File: config.mk
export PLATFORM = sky130hd
export DESIGN_NAME = command_line_tokenizer_top
export DESIGN_NICKNAME = d
export VERILOG_FILES = /design/src/design/clt_pkg.sv /design/src/design/clt_decode.sv /design/src/design/clt_fifo.sv /design/src/design/command_line_tokenizer_top.sv
export SDC_FILE = /design/constraint.sdc
export NUM_CORES = 1
export LEC_CHECK = 0
export ABC_AREA = 1
export BUFFER_PORTS_ARGS = -buffer_cell sky130_fd_sc_hd__clkbuf_2
export CAP_MARGIN = 10
export CELL_PAD_IN_SITES_DETAIL_PLACEMENT = 2
export CELL_PAD_IN_SITES_GLOBAL_PLACEMENT = 2
export CORE_ASPECT_RATIO = 0.5
export CORE_MARGIN = 4
export CORE_UTILIZATION = 34
export DETAILED_ROUTE_END_ITERATION = 10
export PLACE_DENSITY = 0.75
export SETUP_SLACK_MARGIN = 0.1
export SYNTH_ARGS = -nofsm -noshare
export SYNTH_HDL_FRONTEND = slang
export SYNTH_SLANG_ARGS = --single-unit
File: constraint.sdc
create_clock -name clk -period 2.3 [get_ports clk]
set_clock_uncertainty 0.05 [all_clocks]
set_input_delay 0.345 -clock clk [delete_from_list [all_inputs] [get_ports clk]]
set_output_delay 0.345 -clock clk [all_outputs]
set_load 0.01 [all_outputs]
File: src/design/clt_pkg.sv
// Shared types and constants for the command line tokeniser.
package clt_pkg;

  localparam int MaxArgsDefault = 64;

  // Result queue depth: room for the two results of one byte on top of two results already held.
  localparam int QDepth = 4;
  localparam int QPtrW  = $clog2(QDepth);
  localparam int QCntW  = $clog2(QDepth + 1);

  // Scan modes
  localparam logic [2:0] M_BETWEEN = 3'd0;
  localparam logic [2:0] M_PLAIN   = 3'd1;
  localparam logic [2:0] M_PESC    = 3'd2;
  localparam logic [2:0] M_SQUOTE  = 3'd3;
  localparam logic [2:0] M_DQUOTE  = 3'd4;
  localparam logic [2:0] M_DESC    = 3'd5;

  localparam logic [7:0] CH_DQ = 8'h22;
  localparam logic [7:0] CH_SQ = 8'h27;
  localparam logic [7:0] CH_BS = 8'h5C;
  localparam logic [7:0] CH_NL = 8'h0A;

  typedef struct packed {
    logic [7:0] in_byte;
    logic       in_last;
  } byte_t;

  typedef struct packed {
    logic [7:0] out_char;
    logic       has_char;
    logic       arg_end;
    logic [5:0] arg_index;
    logic       line_done;
    logic [5:0] arg_total;
    logic       run_last;
  } tok_t;

  // Up to two results produced by one input byte
  typedef struct packed {
    logic [1:0] n;
    tok_t       r0;
    tok_t       r1;
  } res_pair_t;

  function automatic logic is_blank(input logic [7:0] b);
    return ((b >= 8'd9) && (b <= 8'd13)) || (b == 8'd32);
  endfunction

endpackage

File: src/design/clt_decode.sv
// Combinational step of the tokeniser: one byte and the scan state in, results and next state out.
module clt_decode import clt_pkg::*; #(
  parameter int MAX_ARGS = MaxArgsDefault
) (
  input  byte_t                          cur,
  input  logic [2:0]                     mode,
  input  logic [$clog2(MAX_ARGS)-1:0]    cnt,
  output logic [2:0]                     mode_next,
  output logic [$clog2(MAX_ARGS)-1:0]    cnt_next,
  output res_pair_t                      res
);

  localparam int CntW = $clog2(MAX_ARGS);

  logic [7:0]      b;
  logic            last;
  logic [2:0]      mode_eff;
  logic [2:0]      mode_new;
  logic [CntW-1:0] cnt_new;
  logic [7:0]      ch0;
  logic [7:0]      ch1;
  logic [1:0]      nch;
  logic            ended;
  logic            ended_all;
  logic [1:0]      count;
  logic [CntW-1:0] cnt_m1;
  logic [CntW+5:0] idx_ext;
  logic [CntW+5:0] tot_ext;
  logic [5:0]      idx;
  logic [5:0]      total;
  tok_t            fin_r;

  assign b    = cur.in_byte;
  assign last = cur.in_last;
  assign mode_eff = (mode > M_DESC) ? M_BETWEEN : mode;

  always_comb begin
    mode_new = mode_eff;
    cnt_new  = cnt;
    ch0      = 8'd0;
    ch1      = 8'd0;
    nch      = 2'd0;
    ended    = 1'b0;
    unique case (mode_eff)
      M_BETWEEN: begin
        if ((cnt < CntW'(MAX_ARGS - 1)) && !is_blank(b)) begin
          cnt_new = cnt + CntW'(1);
          priority if (b == CH_SQ) begin
            mode_new = M_SQUOTE;
          end else if (b == CH_DQ) begin
            mode_new = M_DQUOTE;
          end else if (b == CH_BS) begin
            if (last) begin
              ch0 = b; nch = 2'd1; mode_new = M_PLAIN;
            end else begin
              mode_new = M_PESC;
            end
          end else begin
            ch0 = b; nch = 2'd1; mode_new = M_PLAIN;
          end
        end
      end
      M_PLAIN: begin
        priority if (is_blank(b)) begin
          ended = 1'b1; mode_new = M_BETWEEN;
        end else if (b == CH_BS) begin
          if (last) begin
            ch0 = b; nch = 2'd1;
          end else begin
            mode_new = M_PESC;
          end
        end else begin
          ch0 = b; nch = 2'd1;
        end
      end
      M_PESC: begin
        ch0 = b; nch = 2'd1; mode_new = M_PLAIN;
      end
      M_SQUOTE: begin
        if (b == CH_SQ) begin
          ended = 1'b1; mode_new = M_BETWEEN;
        end else begin
          ch0 = b; nch = 2'd1;
        end
      end
      M_DQUOTE: begin
        priority if (b == CH_DQ) begin
          ended = 1'b1; mode_new = M_BETWEEN;
        end else if (b == CH_BS) begin
          if (last) begin
            ch0 = b; nch = 2'd1;
          end else begin
            mode_new = M_DESC;
          end
        end else begin
          ch0 = b; nch = 2'd1;
        end
      end
      default: begin
        // escape inside double quotes: only quote, backslash and newline swallow the backslash
        if ((b != CH_DQ) && (b != CH_BS) && (b != CH_NL)) begin
          ch0 = CH_BS; ch1 = b; nch = 2'd2;
        end else begin
          ch0 = b; nch = 2'd1;
        end
        mode_new = M_DQUOTE;
      end
    endcase
  end

  assign ended_all = ended || (last && (mode_new != M_BETWEEN));
  assign count     = ((nch == 2'd0) && (ended_all || last)) ? 2'd1 : nch;

  assign cnt_m1  = cnt_new - CntW'(1);
  assign idx_ext = {6'd0, cnt_m1};
  assign tot_ext = {6'd0, cnt_new};
  assign idx     = (cnt_new != '0) ? idx_ext[5:0] : 6'd0;
  assign total   = tot_ext[5:0];

  // final result of the item carries the flags
  always_comb begin
    fin_r.has_char  = (count == 2'd2) || (nch == 2'd1);
    fin_r.out_char  = (count == 2'd2) ? ch1 : ((nch == 2'd1) ? ch0 : 8'd0);
    fin_r.arg_end   = ended_all;
    fin_r.arg_index = (fin_r.has_char || ended_all) ? idx : 6'd0;
    fin_r.line_done = last;
    fin_r.arg_total = last ? total : 6'd0;
    fin_r.run_last  = 1'b1;
  end

  always_comb begin
    res.n  = count;
    res.r0 = fin_r;
    res.r1 = fin_r;
    if (count == 2'd2) begin
      res.r0.out_char  = ch0;
      res.r0.has_char  = 1'b1;
      res.r0.arg_end   = 1'b0;
      res.r0.arg_index = idx;
      res.r0.line_done = 1'b0;
      res.r0.arg_total = 6'd0;
      res.r0.run_last  = 1'b0;
    end
  end

  assign mode_next = last ? M_BETWEEN : mode_new;
  assign cnt_next  = last ? '0 : cnt_new;

endmodule

File: src/design/clt_fifo.sv
// Small result queue: takes up to two results per cycle, hands out one per cycle while tok_stall is low.
module clt_fifo import clt_pkg::*; (
  input  logic             clk,
  input  logic             rst,
  input  logic             wr,
  input  res_pair_t        wr_data,
  input  logic             tok_stall,
  output logic             tok_valid,
  output tok_t             tok_data,
  output logic             room
);

  tok_t             mem [QDepth];
  logic [QPtrW-1:0] head;
  logic [QPtrW-1:0] tail;
  logic [QCntW-1:0] count;
  logic [QCntW-1:0] n_in;
  logic             pop;

  assign tok_valid = (count != '0);
  assign tok_data  = mem[head];
  assign pop       = tok_valid && !tok_stall;
  assign room      = (count <= QCntW'(QDepth - 2));
  assign n_in      = wr ? QCntW'(wr_data.n) : '0;

  always_ff @(posedge clk) begin
    if (rst) begin
      head  <= '0;
      tail  <= '0;
      count <= '0;
    end else begin
      tail  <= tail + QPtrW'(n_in);
      count <= count + n_in - QCntW'(pop);
      if (pop) begin
        head <= head + QPtrW'(1);
      end
    end
  end

  always_ff @(posedge clk) begin
    if (wr) begin
      if (wr_data.n == 2'd2) begin
        mem[tail]                <= wr_data.r0;
        mem[tail + QPtrW'(1)]    <= wr_data.r1;
      end else if (wr_data.n == 2'd1) begin
        mem[tail]                <= wr_data.r1;
      end
    end
  end

endmodule

File: src/design/command_line_tokenizer_top.sv
// Command line tokeniser: takes one byte per cycle through an input register; the byte is
// decoded in one pass and its results, up to two, enter a four-entry result queue, so a byte
// can be taken every cycle while the output side keeps up. A byte inside double quotes that
// follows a backslash and is not a quote, backslash or newline gives two results, handed out
// one after the other. Bytes that give no result cost nothing downstream.
module command_line_tokenizer_top import clt_pkg::*; #(
  parameter int MAX_ARGS = MaxArgsDefault
) (
  input  logic  clk,
  input  logic  rst,
  input  logic  byte_valid,
  output logic  byte_stall,
  input  byte_t byte_data,
  output logic  tok_valid,
  input  logic  tok_stall,
  output tok_t  tok_data
);

  localparam int CntW = $clog2(MAX_ARGS);

  logic            in_full;
  byte_t           in_q;
  logic            room;
  logic            adv;
  logic [2:0]      mode;
  logic [2:0]      mode_next;
  logic [CntW-1:0] cnt;
  logic [CntW-1:0] cnt_next;
  res_pair_t       res;

  assign adv        = in_full && room;
  assign byte_stall = in_full && !room;

  always_ff @(posedge clk) begin
    if (rst) begin
      in_full <= 1'b0;
      mode    <= M_BETWEEN;
      cnt     <= '0;
    end else begin
      if (!in_full || adv) begin
        in_full <= byte_valid;
      end
      if (adv) begin
        mode <= mode_next;
        cnt  <= cnt_next;
      end
    end
  end

  always_ff @(posedge clk) begin
    if (byte_valid && !byte_stall) begin
      in_q <= byte_data;
    end
  end

  clt_decode #(.MAX_ARGS(MAX_ARGS)) u_decode (
    .cur       (in_q),
    .mode      (mode),
    .cnt       (cnt),
    .mode_next (mode_next),
    .cnt_next  (cnt_next),
    .res       (res)
  );

  clt_fifo u_fifo (
    .clk       (clk),
    .rst       (rst),
    .wr        (adv),
    .wr_data   (res),
    .tok_stall (tok_stall),
    .tok_valid (tok_valid),
    .tok_data  (tok_data),
    .room      (room)
  );

endmodule

==> key figures, run 1 <==
CTS
  – Clock sinks: roughly 120
  – Max H-tree Level: 4
  – CTS buffer count: 17
  – Cts hold-fix bufs: 0
  – CTS root buffer: clkbuf_16
  – Max clock buf depth: 2

Floorplan
  – Starting density of the core: 0.3506
  – Die height: just over 100 µm
  – Die Width: 198.6 µm
  – # IOs: 39
  – Row cnt: 34

Run status
  – Error: [ERROR DPL-0033] detailed placement checks failed during check placement.
  – Failed at: 5_1_grt
  – Status: did not finish

Synth
  – Warnings, synthesis: 0
  – Synth Cell Area: around 0.0062 mm²
  – Yosys top cell by area: edfxtp_1
  – Post-Syn Nets: 702
  – Register bit total from synthesis: about 120
  – Yosys cell types: 31
  – Synth top area cells: edfxtp_1 49%, nor2_1 9.6%, dfxtp_1 7.5%, nand2_1 5.3%, o21ai_0 4.8%
  – Seq/Total Area, Yosys: 0.5658
  – Post-synth top area share: 0.4912
  – Gate Count Post-Synth: around 700
  – Syn avg cell area: 9.067 µm²

Placement
  – RePlAce Congestion: 0.8048
  – Post-Place Setup Slack: -418.9 ps
  – Port bufs: 38
  – Area of placed instances: 0.007443 mm²
  – Post-detail-place hpwl: 16,740 µm

STA
  – Worst EP Category: sequential cell input
  – Worst setup endpoint GRT: u_fifo.mem[3][11]$_DFFE_PP_/D

Global routing
  – Initial antenna violation count: 0
  – Pin count of the biggest net entering global routing: 29
==> Yosys cell counts, drive strengths merged <==
master	instances
ha	7
fa	1
o21bai	1
o21ai	64
xnor2	1
nand4	5
nor3	21
clkbuf	17
o22ai	33
dfxtp	23
edfxtp	101
nand3	26
nor4	1
nor2	169
inv	69
xor2	4
buf	6
a21oi	29
nand2	102
nand3b	1
==> metrics by stage <==
stage                     hold slack, ps  std cells
after CTS                          23.07       1119
after detailed placement           404.2       1035
after global placement             383.5       1035
after floorplan                    364.1        681
==> what timing repair did <==
item / 4_1_cts
pin swaps: 29
gates resized for setup: 210
buffers inserted: 45
cloned: 11
setup endpoints to repair: 202
==> logic make-up after synthesis <==
group / synth area share
AO/OA/AOI/OAI: 0.1106
XOR/XNOR: 0.007092
adder cells (fa/ha/maj): 0.01743
buffers and inverters: 0.06018
flip-flops: 0.5658
AND/OR/NAND/NOR: 0.2389
==> run 2, diff against run 1 <==
Settings changed: CELL_PAD_IN_SITES_DETAIL_PLACEMENT 2 to default, CELL_PAD_IN_SITES_GLOBAL_PLACEMENT 2 to default, CORE_ASPECT_RATIO 0.5 to default, CORE_UTILIZATION 34 to 31, PLACE_DENSITY 0.75 to default, PLACE_DENSITY_LB_ADDON from default to 0.15, SETUP_SLACK_MARGIN 0.1 to default.
Clock period 2.3 ns to 3 ns, I/O delays scaled along.
==> key figures, run 2 <==
Detailed routing
  – Wire per inst: 15.83 µm
  – Post-route antenna net violation count: 0
  – Vias/cell: 4.776
  – Final wirelength: between 15,000 and 20,000 µm
  – DRC: 0
  – DRT iter0 DRCs: 280
  – Initial DRT Pass Iterations: 4
  – Vias: 4,814

STA
  – Unrepaired setup endpoints after global routing: no
  – Final hold slack: 154.5 ps
  – TNS Setup: 0 ps
  – Post-layout min period: 2711 ps
  – Fin. Hold Viols: 0
  – Worst-Margin Slew: between 700 and 800 ps
  – Fin. max-slew vios: 0
  – F_max: about 0.37 GHz
  – Final setup fails: 0
  – Slew HR: 0.5078
  – Fin crit share: 0.9037

Run status
  – Status: finished, final reports clean

Placement
  – RePlAce Congestion: ~0.9
  – Post-detail-place hpwl: about 11,000 µm
  – Area of placed instances: 0.006696 mm²
  – Port bufs: 38

Cells and area
  – Commonest non-fill, non-tap cell in the layout: nor2_1
  – Area added between synthesis and finish: 17.87%
  – ANT cells: 0
  – Largest registers: u_fifo.mem: 96 flops, in_q: 9 flops, cnt: 6 flops
  – Max reg flops: 96
  – Nets: 751
  – Final core utilization: 0.3727
  – Top reg by flops: u_fifo.mem
  – Layout cell share with drive strength beyond 1: 0.1777
  – Final Cell Area: 0.007278 mm²
  – Commonest cells after routing, fill and taps aside: 158 x nor2_1, 101 x edfxtp_1, 87 x nand2_1

Synth
  – Post-synth top cells: 158 x nor2_1, 101 x edfxtp_1, 87 x nand2_1, 59 x o21ai_0, 56 x inv_1
  – Asr flop ratio synth: 0
  – Count leader, synth: nor2_1
  – Post-synth top area share: 0.4912
  – Post-Syn Nets: 702
  – Warnings, synthesis: 0
  – Yosys top cell by area: edfxtp_1
  – Syn avg cell area: around 9 µm²
  – Synth Cell Area: 0.006175 mm²
  – Gate Count Post-Synth: 681
  – Main flop type after synthesis: edfxtp_1
  – Seq/Total Area, Yosys: 0.5658
  – Register bit total from synthesis: around 120
  – EDFF count, synth: 101
  – Yosys cell types: 31
  – Synth top area cells: edfxtp_1 49%, nor2_1 9.6%, dfxtp_1 7.5%, nand2_1 5.3%, o21ai_0 4.8%

Global routing
  – Initial antenna violation count: 0
  – GRT Util Overall: 0.1502
  – Gr ovfl total: 0
  – Number of global-route vias before repair: roughly 4,700
  – First-pass GRT wire length: between 20,000 and 30,000 µm
  – Pin count of the biggest net entering global routing: 49

Setup path
  – Largest stage delay on the critical path: between 400 and 500 ps
  – Max FO, Critical Path: 6
  – Worst-path cell chain: inv_2, nand2_1, nor2_1, nand2_1, nand2_1, nand2_1, nand2_1, nor2_1, nand3_2, nand2_1, nor2_1, ha_1, inv_1, fa_1, xor2_1, inv_1, nor2_1
  – Critical path's most frequent cell: nand2_1
  – Worst setup path startpoint: in_q[8]
  – Largest delay share family, worst path: simple AND/OR/NAND/NOR gates
  – Critical R2R Launch: in_q[8]
  – Worst path required time: ~3300 ps
  – Buf+Inv Stages, Crit Path: 3
  – WS Path Type: register to register
  – Crit path launch type: register
  – Slowest-stage cell, CP: edfxtp_1
  – Arrival time worst endpoint: 2960 ps
  – Crit path capture type: register

CTS
  – PostCTS Resize Cnt: 0
  – Total setup buffers inserted after CTS: 0
  – Max H-tree Level: 4
  – CTS root buffer: clkbuf_16
  – Cts hold-fix bufs: 0
  – Worst-path clk slew: about 60 ps
  – Later-pin clock latency in the skew report: between 400 and 500 ps
  – Max clock buf depth: 2
  – Clock sinks: approximately 120
  – CTS buffer count: 17
  – CTS tree: done

Power
  – Worst VDD drop: around 0.00043 V
  – LEAKAGE: 2.915 nW
  – PnR Total Power: 0.005347 W
  – Power Dens Cells: 734.7 mW/mm²

Floorplan
  – Die height: approximately 150 µm
  – Die area: 0.02224 mm²
  – Die Width: 149.1 µm
  – # IOs: 39
  – Row cnt: 51
  – Core Box Area: 0.01953 mm²
  – Starting density of the core: 0.3162

Min path
  – Worst min path class: input pin to register
  – Min-delay src: byte_data[3]

Flow run
  – Maxcap violations: 0
-- run 2: final timing paths --
check	to	slack [ps]	depth (start not counted)
worst min-delay path	in_q[3]	150	1
worst min register to register	u_fifo.mem[3][0]	400	2
worst max register to register	u_fifo.count[2]	290	17
worst max-delay path	u_fifo.count[2]	290	17
-- run 2: through the flow --
step,setup WS [ps],std cells
after floorplan,399.1,681
after global placement,371.3,976
after detailed placement,300.6,976
after CTS,286.6,1008
after global routing,3.179,1008
final,288.9,1008
-- run 2: logic make-up (layout without fill, tap and decap cells) --
logic type               after synthesis  in the layout  share of synthesized area
flip-flops                           124            124                     0.5658
AND/OR/NAND/NOR                      325            325                     0.2389
XOR/XNOR                               5              5                   0.007092
adder cells (fa/ha/maj)                8              8                    0.01743
buffers and inverters                 92            154                    0.06018
AO/OA/AOI/OAI                        127            127                     0.1106
-- run 2: per-layer routing --
layer,GRT usage,wire (µm),vias up
li1,-,-,2412
met4,0.04394,199,0
met3,0.03342,791,16
met2,0.2428,7564,118
met5,0,0,-
met1,0.2031,7402,2268
-- run 2: area by class of cell --
type / instances / area [µm²]
well taps: 265 / 331.6
fillers: 2014 / 12250
clock buffers: 18 / 429.2
clock inverters: 14 / 152.6
multi-input cells: 465 / 2310
flip-flops and latches: 124 / 3493
repair buffers: 53 / 302.8
inverters: 69 / 259.0
-- run 2: worst reg2reg max path, cell delays in order, from the launching register on --
cell and delay, ps:
edfxtp_1 460, inv_2 120, nand2_1 60, nor2_1 130, nand2_1 200, nand2_1 150
nand2_1 60, nand2_1 110, nor2_1 60, nand3_2 130, nand2_1 70, nor2_1 140
ha_1 170, inv_1 50, fa_1 370, xor2_1 170, inv_1 60, nor2_1 30
-- run 2: report_power, final --
group	leakage, nW	internal (W)	switching (W)
combinational	1.45	0.000390	0.000838
sequential	1.19	0.00201	0.0000671
clock	0.278	0.00129	0.000756
Note: power is estimated with default switching activity, not from simulation.
